**src/rtl/sfls_pkg.sv**
```systemverilog
package sfls_pkg;

   // pixel index saturates at this count
   localparam int MAX_PIXELS = 4096;
   localparam int PIX_CNT_W  = $clog2(MAX_PIXELS + 1);
   localparam int PPS_W      = 13;
   localparam int CNT_CMP_W  = (PIX_CNT_W > PPS_W) ? PIX_CNT_W : PPS_W;

   // configuration port
   localparam int CSR_IDX_W  = 3;
   localparam int CSR_DATA_W = 32;

   localparam logic [CSR_IDX_W-1:0] CSR_LAT_STEP  = 3'd0;
   localparam logic [CSR_IDX_W-1:0] CSR_DIR_SPACE = 3'd1;
   localparam logic [CSR_IDX_W-1:0] CSR_PIX_SCAN  = 3'd2;
   localparam logic [CSR_IDX_W-1:0] CSR_NAV_MASK  = 3'd3;
   localparam logic [CSR_IDX_W-1:0] CSR_SCAN_DIR  = 3'd4;

   // reason codes of an emitted line
   localparam logic [1:0] WHY_FIRST = 2'd0;
   localparam logic [1:0] WHY_STEP  = 2'd1;
   localparam logic [1:0] WHY_TURN  = 2'd2;
   localparam logic [1:0] WHY_FINAL = 2'd3;

   // heading codes, two's complement of +1 / -1
   localparam logic [1:0] HEAD_UNKNOWN = 2'b00;
   localparam logic [1:0] HEAD_ASC     = 2'b01;
   localparam logic [1:0] HEAD_DESC    = 2'b11;

   // Q16.16 degree limits
   localparam logic signed [31:0] LAT_MAX     = 32'sd5898240;
   localparam logic signed [31:0] LAT_MIN     = -32'sd5898240;
   localparam logic signed [31:0] LON_MAX     = 32'sd11796480;
   localparam logic signed [31:0] LON_MIN     = -32'sd11796480;
   localparam logic signed [31:0] POLE_LAT    = 32'sd4915200;
   localparam logic signed [31:0] POLE_LAT_N  = -32'sd4915200;
   localparam logic signed [31:0] REF_LAT_RST = -32'sd65470464;

   typedef struct packed {
      logic [23:0]      lat_step_threshold;
      logic [15:0]      direction_spacing;
      logic [PPS_W-1:0] pixels_per_scan;
      logic [31:0]      nav_fail_mask;
      logic             scans_right;
   } cfg_type;

   typedef struct packed {
      logic signed [31:0] lat;
      logic signed [31:0] lon;
      logic [15:0]        scan;
      logic               eos;
      logic               fin;
      logic               pre_good;
   } pixel_type;

   typedef struct packed {
      logic               emit;
      logic [1:0]         why;
      logic signed [31:0] start_lat;
      logic signed [31:0] start_lon;
      logic signed [31:0] end_lat;
      logic signed [31:0] end_lon;
      logic signed [31:0] centre_lat;
      logic [15:0]        line_number;
   } line_type;

endpackage

```
**src/rtl/scan_footprint_line_selector_top.sv**
```systemverilog
// Scan footprint line selector. Geolocated pixels stream in one beat per cycle on req_,
// scan line by scan line; on the beat that ends a scan the block may return one line
// beat on rsp_ (endpoints, centre latitude, scan number and reason code). A pixel
// passes an input register, where flag and coordinate checks are made, and then the
// scan tracker, which updates its state and loads the response register, from which
// the line is offered. Throughput is one pixel per cycle; the input side stalls only
// while a line waits in the response register and the pixel stage is full. The user
// must write configuration registers through csr_ only while no pixel is in flight;
// the block itself does not enforce this.
module scan_footprint_line_selector_top
   import sfls_pkg::*;
(
   input  logic                  clock,
   input  logic                  reset,
   input  logic                  csr_write,
   input  logic [CSR_IDX_W-1:0]  csr_index,
   input  logic [CSR_DATA_W-1:0] csr_wdata,
   input  logic                  req_valid,
   output logic                  req_ready,
   input  logic signed [31:0]    req_pixel_lat,
   input  logic signed [31:0]    req_pixel_lon,
   input  logic [31:0]           req_pixel_flags,
   input  logic [15:0]           req_scan_number,
   input  logic                  req_end_of_scan,
   input  logic                  req_final_scan,
   output logic                  rsp_valid,
   input  logic                  rsp_ready,
   output logic signed [31:0]    rsp_start_lat,
   output logic signed [31:0]    rsp_start_lon,
   output logic signed [31:0]    rsp_end_lat,
   output logic signed [31:0]    rsp_end_lon,
   output logic signed [31:0]    rsp_centre_lat,
   output logic [15:0]           rsp_line_number,
   output logic [1:0]            rsp_why
);

   cfg_type   cfg;
   pixel_type pix;
   line_type  line;
   logic      pix_vld;
   logic      adv;
   logic      rsp_valid_ff, rsp_valid_in;
   line_type  rsp_ff, rsp_in;

   sfls_csr_regs u_csr (
      .clock     (clock),
      .reset     (reset),
      .csr_write (csr_write),
      .csr_index (csr_index),
      .csr_wdata (csr_wdata),
      .cfg       (cfg)
   );

   sfls_pixel_stage u_pixel (
      .clock           (clock),
      .reset           (reset),
      .cfg             (cfg),
      .req_valid       (req_valid),
      .req_ready       (req_ready),
      .req_pixel_lat   (req_pixel_lat),
      .req_pixel_lon   (req_pixel_lon),
      .req_pixel_flags (req_pixel_flags),
      .req_scan_number (req_scan_number),
      .req_end_of_scan (req_end_of_scan),
      .req_final_scan  (req_final_scan),
      .adv             (adv),
      .pix_vld         (pix_vld),
      .pix             (pix)
   );

   sfls_line_tracker u_tracker (
      .clock (clock),
      .reset (reset),
      .cfg   (cfg),
      .adv   (adv),
      .pix   (pix),
      .line  (line)
   );

   // pixel moves on when the response slot is free or being emptied
   assign adv = pix_vld && (!rsp_valid_ff || rsp_ready);
   assign rsp_valid_in = adv ? line.emit : (rsp_valid_ff && !rsp_ready);

   // swap endpoints for right-scanning instruments
   always_comb begin
      rsp_in = line;
      if (cfg.scans_right) begin
         rsp_in.start_lat = line.end_lat;
         rsp_in.start_lon = line.end_lon;
         rsp_in.end_lat   = line.start_lat;
         rsp_in.end_lon   = line.start_lon;
      end
   end

   always_ff @(posedge clock) begin
      if (reset) begin
         rsp_valid_ff <= 1'b0;
      end else begin
         rsp_valid_ff <= rsp_valid_in;
      end
   end

   always_ff @(posedge clock) begin
      if (adv && line.emit) begin
         rsp_ff <= rsp_in;
      end
   end

   assign rsp_valid       = rsp_valid_ff;
   assign rsp_start_lat   = rsp_ff.start_lat;
   assign rsp_start_lon   = rsp_ff.start_lon;
   assign rsp_end_lat     = rsp_ff.end_lat;
   assign rsp_end_lon     = rsp_ff.end_lon;
   assign rsp_centre_lat  = rsp_ff.centre_lat;
   assign rsp_line_number = rsp_ff.line_number;
   assign rsp_why         = rsp_ff.why;

endmodule

```
**src/rtl/sfls_csr_regs.sv**
```systemverilog
module sfls_csr_regs
   import sfls_pkg::*;
(
   input  logic                  clock,
   input  logic                  reset,
   input  logic                  csr_write,
   input  logic [CSR_IDX_W-1:0]  csr_index,
   input  logic [CSR_DATA_W-1:0] csr_wdata,
   output cfg_type               cfg
);

   cfg_type cfg_ff;
   cfg_type cfg_in;

   // decode the register write
   always_comb begin
      cfg_in = cfg_ff;
      if (csr_write) begin
         case (csr_index)
            CSR_LAT_STEP:  cfg_in.lat_step_threshold = csr_wdata[23:0];
            CSR_DIR_SPACE: cfg_in.direction_spacing  = csr_wdata[15:0];
            CSR_PIX_SCAN:  cfg_in.pixels_per_scan    = csr_wdata[PPS_W-1:0];
            CSR_NAV_MASK:  cfg_in.nav_fail_mask      = csr_wdata;
            CSR_SCAN_DIR:  cfg_in.scans_right        = csr_wdata[0];
            default:       cfg_in = cfg_ff;
         endcase
      end
   end

   always_ff @(posedge clock) begin
      if (reset) begin
         cfg_ff.lat_step_threshold <= 24'd65536;
         cfg_ff.direction_spacing  <= 16'd5;
         cfg_ff.pixels_per_scan    <= PPS_W'(1024);
         cfg_ff.nav_fail_mask      <= '0;
         cfg_ff.scans_right        <= 1'b0;
      end else begin
         cfg_ff <= cfg_in;
      end
   end

   assign cfg = cfg_ff;

endmodule

```
**src/rtl/sfls_pixel_stage.sv**
```systemverilog
module sfls_pixel_stage
   import sfls_pkg::*;
(
   input  logic        clock,
   input  logic        reset,
   input  cfg_type     cfg,
   input  logic        req_valid,
   output logic        req_ready,
   input  logic [31:0] req_pixel_lat,
   input  logic [31:0] req_pixel_lon,
   input  logic [31:0] req_pixel_flags,
   input  logic [15:0] req_scan_number,
   input  logic        req_end_of_scan,
   input  logic        req_final_scan,
   input  logic        adv,
   output logic        pix_vld,
   output pixel_type   pix
);

   logic      pix_vld_ff;
   logic      pix_vld_in;
   pixel_type pix_ff;
   pixel_type pix_in;
   logic      take;

   // stage is free when empty or moving on this cycle
   assign req_ready = !pix_vld_ff || adv;
   assign take      = req_valid && req_ready;
   assign pix_vld_in = take || (pix_vld_ff && !adv);

   // flag and coordinate checks, index check comes later
   always_comb begin
      pix_in.lat  = $signed(req_pixel_lat);
      pix_in.lon  = $signed(req_pixel_lon);
      pix_in.scan = req_scan_number;
      pix_in.eos  = req_end_of_scan;
      pix_in.fin  = req_final_scan;
      pix_in.pre_good = ((req_pixel_flags & cfg.nav_fail_mask) == 32'd0)
         && ($signed(req_pixel_lat) <= LAT_MAX) && ($signed(req_pixel_lat) >= LAT_MIN)
         && ($signed(req_pixel_lon) <= LON_MAX) && ($signed(req_pixel_lon) >= LON_MIN);
   end

   always_ff @(posedge clock) begin
      if (reset) begin
         pix_vld_ff <= 1'b0;
      end else begin
         pix_vld_ff <= pix_vld_in;
      end
   end

   always_ff @(posedge clock) begin
      if (take) begin
         pix_ff <= pix_in;
      end
   end

   assign pix_vld = pix_vld_ff;
   assign pix     = pix_ff;

endmodule

```
**src/rtl/sfls_line_tracker.sv**
```systemverilog
module sfls_line_tracker
   import sfls_pkg::*;
(
   input  logic      clock,
   input  logic      reset,
   input  cfg_type   cfg,
   input  logic      adv,
   input  pixel_type pix,
   output line_type  line
);

   logic [PIX_CNT_W-1:0] cnt_ff, cnt_in;
   logic                 has_good_ff, has_good_in;
   logic                 centre_found_ff, centre_found_in;
   logic signed [31:0]   cs_lat_ff, cs_lat_in, cs_lon_ff, cs_lon_in;
   logic signed [31:0]   ce_lat_ff, ce_lat_in, ce_lon_ff, ce_lon_in;
   logic signed [31:0]   cc_lat_ff, cc_lat_in;
   logic signed [31:0]   hs_lat_ff, hs_lat_in, hs_lon_ff, hs_lon_in;
   logic signed [31:0]   he_lat_ff, he_lat_in, he_lon_ff, he_lon_in;
   logic signed [31:0]   hc_lat_ff, hc_lat_in;
   logic                 seen_ff, seen_in;
   logic signed [31:0]   ref_lat_ff, ref_lat_in;
   logic [1:0]           prev_head_ff, prev_head_in;
   logic [15:0]          sample_scan_ff, sample_scan_in;

   logic [CNT_CMP_W-1:0] idx_x, pps_x, half_x, max_x;
   logic                 good, take_centre, scan_good;
   logic signed [31:0]   cen;
   logic signed [32:0]   lat_diff, lat_dist;
   logic [15:0]          scan_gap;
   logic                 sampled, step, turn, pole;
   logic [1:0]           head, prev_eff, head_neg;

   // pixel index checks against the scan length
   assign idx_x  = CNT_CMP_W'(cnt_ff);
   assign pps_x  = CNT_CMP_W'(cfg.pixels_per_scan);
   assign half_x = CNT_CMP_W'(cfg.pixels_per_scan[PPS_W-1:1]);
   assign max_x  = CNT_CMP_W'(MAX_PIXELS);
   assign good   = pix.pre_good && (idx_x < pps_x) && (idx_x < max_x);
   assign take_centre = good && ((idx_x <= half_x) || !centre_found_ff);
   assign scan_good   = has_good_ff || good;

   // candidates including this pixel
   assign cs_lat_in = (good && !has_good_ff) ? pix.lat : cs_lat_ff;
   assign cs_lon_in = (good && !has_good_ff) ? pix.lon : cs_lon_ff;
   assign ce_lat_in = good ? pix.lat : ce_lat_ff;
   assign ce_lon_in = good ? pix.lon : ce_lon_ff;
   assign cc_lat_in = take_centre ? pix.lat : cc_lat_ff;
   assign cen       = cc_lat_in;

   // heading sample and latitude change
   assign scan_gap = pix.scan - sample_scan_ff;
   assign sampled  = scan_gap > cfg.direction_spacing;
   assign head     = !sampled ? HEAD_UNKNOWN : ((cen > ref_lat_ff) ? HEAD_ASC : HEAD_DESC);
   assign prev_eff = (sampled && (prev_head_ff == HEAD_UNKNOWN)) ? head : prev_head_ff;
   assign head_neg = 2'(~head + 2'd1);
   assign lat_diff = 33'(ref_lat_ff) - 33'(cen);
   assign lat_dist = lat_diff[32] ? -lat_diff : lat_diff;
   assign step     = lat_dist > $signed({9'd0, cfg.lat_step_threshold});
   assign pole     = (cen > POLE_LAT) || (cen < POLE_LAT_N);
   assign turn     = (head != HEAD_UNKNOWN) && (prev_eff == head_neg) && pole;

   // next state and line decision
   always_comb begin
      cnt_in          = cnt_ff;
      has_good_in     = has_good_ff;
      centre_found_in = centre_found_ff;
      hs_lat_in       = hs_lat_ff;
      hs_lon_in       = hs_lon_ff;
      he_lat_in       = he_lat_ff;
      he_lon_in       = he_lon_ff;
      hc_lat_in       = hc_lat_ff;
      seen_in         = seen_ff;
      ref_lat_in      = ref_lat_ff;
      prev_head_in    = prev_head_ff;
      sample_scan_in  = sample_scan_ff;
      line.emit       = 1'b0;
      line.why        = WHY_FINAL;

      if (adv) begin
         has_good_in     = scan_good;
         centre_found_in = centre_found_ff || good;
         if (cnt_ff < PIX_CNT_W'(MAX_PIXELS)) begin
            cnt_in = cnt_ff + PIX_CNT_W'(1);
         end
         if (pix.eos) begin
            cnt_in          = '0;
            has_good_in     = 1'b0;
            centre_found_in = 1'b0;
            if (scan_good) begin
               hs_lat_in = cs_lat_in;
               hs_lon_in = cs_lon_in;
               he_lat_in = ce_lat_in;
               he_lon_in = ce_lon_in;
               hc_lat_in = cen;
               if (!seen_ff) begin
                  seen_in        = 1'b1;
                  ref_lat_in     = cen;
                  sample_scan_in = pix.scan;
                  line.emit      = 1'b1;
                  line.why       = WHY_FIRST;
               end else begin
                  if (sampled) begin
                     sample_scan_in = pix.scan;
                  end
                  prev_head_in = prev_eff;
                  if (step) begin
                     prev_head_in = head;
                     ref_lat_in   = cen;
                     line.emit    = 1'b1;
                     line.why     = WHY_STEP;
                  end else if (turn) begin
                     prev_head_in = head;
                     ref_lat_in   = cen;
                     line.emit    = 1'b1;
                     line.why     = WHY_TURN;
                  end
               end
            end
            if (!line.emit && pix.fin) begin
               line.emit = 1'b1;
               line.why  = WHY_FINAL;
            end
         end
      end

      // endpoints come from the held bounds after this scan's update
      line.start_lat   = hs_lat_in;
      line.start_lon   = hs_lon_in;
      line.end_lat     = he_lat_in;
      line.end_lon     = he_lon_in;
      line.centre_lat  = hc_lat_in;
      line.line_number = pix.scan;
   end

   // control and decision state
   always_ff @(posedge clock) begin
      if (reset) begin
         cnt_ff          <= '0;
         has_good_ff     <= 1'b0;
         centre_found_ff <= 1'b0;
         hs_lat_ff       <= '0;
         hs_lon_ff       <= '0;
         he_lat_ff       <= '0;
         he_lon_ff       <= '0;
         hc_lat_ff       <= '0;
         seen_ff         <= 1'b0;
         ref_lat_ff      <= REF_LAT_RST;
         prev_head_ff    <= HEAD_UNKNOWN;
         sample_scan_ff  <= '0;
      end else begin
         cnt_ff          <= cnt_in;
         has_good_ff     <= has_good_in;
         centre_found_ff <= centre_found_in;
         hs_lat_ff       <= hs_lat_in;
         hs_lon_ff       <= hs_lon_in;
         he_lat_ff       <= he_lat_in;
         he_lon_ff       <= he_lon_in;
         hc_lat_ff       <= hc_lat_in;
         seen_ff         <= seen_in;
         ref_lat_ff      <= ref_lat_in;
         prev_head_ff    <= prev_head_in;
         sample_scan_ff  <= sample_scan_in;
      end
   end

   // scan candidates, always written before they are read
   always_ff @(posedge clock) begin
      if (adv) begin
         cs_lat_ff <= cs_lat_in;
         cs_lon_ff <= cs_lon_in;
         ce_lat_ff <= ce_lat_in;
         ce_lon_ff <= ce_lon_in;
         cc_lat_ff <= cc_lat_in;
      end
   end

endmodule

```
**config.mk**
```make
export PLATFORM = sky130hd
export DESIGN_NAME = scan_footprint_line_selector_top
export DESIGN_NICKNAME = d
export VERILOG_FILES = /design/src/rtl/sfls_pkg.sv /design/src/rtl/scan_footprint_line_selector_top.sv /design/src/rtl/sfls_csr_regs.sv /design/src/rtl/sfls_pixel_stage.sv /design/src/rtl/sfls_line_tracker.sv
export SDC_FILE = /design/constraint.sdc
export NUM_CORES = 1
export LEC_CHECK = 0
export BUFFER_PORTS_ARGS = -buffer_cell sky130_fd_sc_hd__buf_2
export CORE_MARGIN = 1
export CORE_UTILIZATION = 60
export DETAILED_ROUTE_END_ITERATION = 16
export PLACE_DENSITY = 0.81
export SETUP_SLACK_MARGIN = 0.4
export SYNTH_ARGS = -nofsm -noshare
export SYNTH_HDL_FRONTEND = slang
export SYNTH_HIERARCHICAL = 1
export SYNTH_SLANG_ARGS = --single-unit
```
**constraint.sdc**
```tcl
create_clock -name clock -period 20.6 [get_ports clock]
set_clock_uncertainty 0.1 [all_clocks]
set_input_delay 2.06 -clock clock [delete_from_list [all_inputs] [get_ports clock]]
set_output_delay 2.06 -clock clock [all_outputs]
set_load 0.1 [all_outputs]
```
==> run_results.csv <==
group,metric,value,unit
outcome,outcome,"completed",
cells_and_area,design_area,0.0393,mm²
floorplanning,fp.dieH,243,µm
clock_network,cts_made_buffers,76,
synth,yosysTopAreaCellShare,36.4,%
min_path,hp-class,"register to register",
critical_path,arrival,11600,ps
critical_path,setup.worst_path.start,"u_csr/cfg[43]",
critical_path,worstPathMaxFanout,73,
clock_network,cts.sinks,735,
cells_and_area,fillers,4096,
pwr,power,3580,µW
detailed_routing,dr.pass1.iters,6,
synth,synth_xor_area_share,1.59,%
critical_path,r2r_end,"rsp_start_lat[6]",
detailed_routing,wl,86.2,mm
synth,synth.cell_area,0.0348,mm²
floorplanning,die_area,0.0589,mm²
detailed_routing,ant_nets,0,
pwr,irDropWorstVdd,0.0599,mV
floorplanning,io_pins,334,
cells_and_area,final_nets,3621,
synth,ys_seq_elements,735,
global_route,grt_pass1_vias,24273,
critical_path,r2r_cells,38,
synth,synthAdderAreaFrac,4.22,%
synth,syn_nets,3344,
min_path,hp-start,"u_csr/cfg[27]",
clock_network,post_cts_buffers,0,
critical_path,cp-endpoint,"rsp_start_lat[6]",
synth,yosys-top-cells-area,"edfxtp_1 36%, dfxtp_1 18%, mux2i_1 7.7%",
synth,synth_compound_area_share,9.32,%
floorplanning,num_rows,87,
clock_network,cts_max_level,3,
timing,tightest_slew,1330,ps
synth,synth_edf_count,421,
synth,avgSynthCellArea,11.3,µm²
detailed_routing,via_count,24379,
critical_path,critPathLaunchType,"register",
job,cap_violations,0,
timing,hold_violations,0,
critical_path,reg2reg_from,"u_csr/cfg[43]",
clock_network,cts_root_buffer,"clkbuf_16",
global_route,grt_max_degree,120,
place,dp_cells,4029,
synth,netlist_instances,3074,
critical_path,cp_data_required_time,20720,ps
cells_and_area,instances_no_fill,4173,
detailed_routing,drtIter0Drc,2019,
synth,yosys.area_share.simple,13.3,%
floorplanning,initial_core_util,61.2,%
critical_path,critPathMostFrequentCell,"buf_4",
timing,setup_viol,0,
global_route,grt_use_total,28.7,%
floorplanning,fp.dieW,243,µm
pwr,power_density,91.1,mW/mm²
timing,max_freq,87.2,MHz
global_route,grt_antenna_before_repair,5,
timing,period_share,55.7,%
synth,synth_top_cell_by_area,"edfxtp_1",
clock_network,cts_tree,"done",
cells_and_area,regArea,0.0189,mm²
clock_network,hold_buffers,0,
timing,min_period,11470,ps
global_route,grt_pass1_wl,133,mm
synth,ys_warn_count,6,
floorplanning,coreArea,0.0568,mm²
synth,synth_seq_area_share,54.5,%
clock_network,clk_path_buf_depth,3,
detailed_routing,detail_route.vias_per_cell,5.84,
place,dp.final_hpwl,60.0,mm
pwr,p_leak,0.0160,µW
cells_and_area,multi_input_area,0.0141,mm²
synth,synthFlopType,"edfxtp_1",
critical_path,slowest_stage,"o211a_1",
place,dpl_cell_area,0.0368,mm²
timing,rsz0062_at_grt,"false",
cells_and_area,layout-drive-gt1-share,19.3,%
detailed_routing,drc,0,
clock_network,clock_latency,610,ps
critical_path,critPathCaptureType,"register",
critical_path,r2r_setup_slack,9130,ps
clock_network,cts_resized,0,
synth,ys_types,97,
critical_path,worstSetupPathType,"register to register",
cells_and_area,syn_to_final_growth,13.0,%
synth,synth_top_family_by_area,"simple AND/OR/NAND/NOR gates",
synth,synth.area.mux_share,11.9,%
place,gp_congestion,0.925,
place,port_buffers,333,
clock_network,clk_pin_slew,50,ps
timing,max_slew_margin,11.2,%
timing,fin_tns_setup,0,ps
global_route,grt-ovfl-total,0,
synth,async_flop_share,0,%
detailed_routing,routedWlPerCell,20.7,µm
critical_path,cpPeakStageDelay,990,ps
timing,final-max-slew-violation-count,0,
registers in the layout (all words and copies together) (netlist names), 13 cells and up:
register,cells
u_csr/cfg,86
u_pixel/pix,83
rsp_centre_lat,32
rsp_end_lat,32
rsp_end_lon,32
rsp_start_lat,32
rsp_start_lon,32
u_tracker/cc_lat_ff,32
u_tracker/ce_lat_ff,32
u_tracker/ce_lon_ff,32
u_tracker/cs_lat_ff,32
u_tracker/cs_lon_ff,32
u_tracker/hc_lat_ff,32
u_tracker/he_lat_ff,32
u_tracker/he_lon_ff,32
u_tracker/hs_lat_ff,32
u_tracker/hs_lon_ff,32
u_tracker/ref_lat_ff,32
rsp_line_number,16
u_tracker/sample_scan_ff,16
u_tracker/cnt_ff,13
layout by cell type (no fill, tap or decap), types with 27 or more instances in the layout:
master / Yosys / routed
ha_1: 114 / 114
buf_2: 14 / 332
inv_1: 252 / 252
and2_1: 167 / 165
o21ai_0: 218 / 218
nor2_1: 100 / 100
clkbuf_16: 0 / 80
a21oi_1: 74 / 72
mux2i_1: 268 / 268
nor3_1: 43 / 43
dfxtp_1: 314 / 313
xnor2_1: 40 / 40
nand2_1: 235 / 235
nand4_1: 43 / 43
mux2_2: 129 / 129
nand2b_1: 128 / 128
edfxtp_1: 421 / 421
nor4_1: 27 / 27
worst min-delay path by stage:
stage	endpoint	slack (ps)	depth (start not counted)
floorplan	u_tracker/centre_found_ff	340	2
global placement	u_csr/cfg[18]	360	2
detailed placement	u_csr/cfg[21]	360	2
CTS	u_csr/cfg[27]	380	2
global route	rsp_line_number[9]	390	0
finish	u_csr/cfg[27]	370	2
final cells by class:
type	instances	share of cell area, %
clock inverter	29	0.799
inverter	253	2.42
timing repair buffer	357	4.71
antenna	4	0.0255
multi-input combinational	1928	35.8
clock buffer	111	5.62
sequential	735	48.2
tap	756	2.41
critical path, delay by kind of cell (launching register included):
family,cells,cell delay (ps)
AO/OA/AOI/OAI,13,3720
AND/OR/NAND/NOR,12,2060
flip-flops,1,320
multiplexers,1,410
XOR/XNOR,1,210
adder cells (fa/ha/maj),4,1250
buffers and inverters,7,2840
routing by layer:
metal / routed length, µm / vias to the layer above / share of wire, % / GRT usage [%]
met2: 40900 / 875 / 47 / 47.2
li1: - / 11447 / - / -
met3: 5530 / 183 / 6.4 / 3.84
met5: 47 / - / 0.055 / 0
met4: 2390 / 6 / 2.8 / 9.66
met1: 37300 / 11868 / 43 / 39.1
cells in the mapped netlist (6+ instances only):
cell type	number
o21bai_1	8
a211oi_2	24
o31ai_1	8
clkbuf_1	96
inv_1	252
mux2i_1	268
o211ai_1	6
xor2_1	23
nor3b_1	16
ha_1	114
a21oi_1	74
a211o_1	17
o21a_1	17
buf_4	20
or3_1	12
buf_1	9
o21ai_0	218
clkbuf_8	8
buf_6	11
nor4_1	27
edfxtp_1	421
a221oi_1	6
nor2b_1	12
nand2_1	235
dfxtp_1	314
o21ai_1	6
nor3_1	43
buf_2	14
a31oi_1	8
mux2_2	129
nand4_1	43
a211oi_1	10
a21o_1	26
xnor2_1	40
nand2b_1	128
nor2_1	100
nand3_1	22
and2_1	167
or4_1	6
a22oi_1	11
kinds of logic after synthesis:
family          after synthesis
simple gates                859
flops                       735
compound gates              492
buf+inv                     411
mux                         398
fa+ha+maj                   116
xor+xnor                     63
stage by stage:
stage                     worst slack (ps)  hold WS, ps  util [%]
after floorplan                       4220          337         -
after global placement                9610          360      64.7
after detailed placement              9160          362      64.7
after CTS                             9120          376      69.1
after global routing                  8310          393      69.1
final                                 9130          374      69.1
power breakdown:
part | internal [µW] | switching (µW) | leakage [µW]
combinational | 191 | 350 | 0.00808
clock | 812 | 570 | 0.00123
sequential | 1620 | 32.3 | 0.00664
No activity file was read; power rests on OpenSTA's default activity.
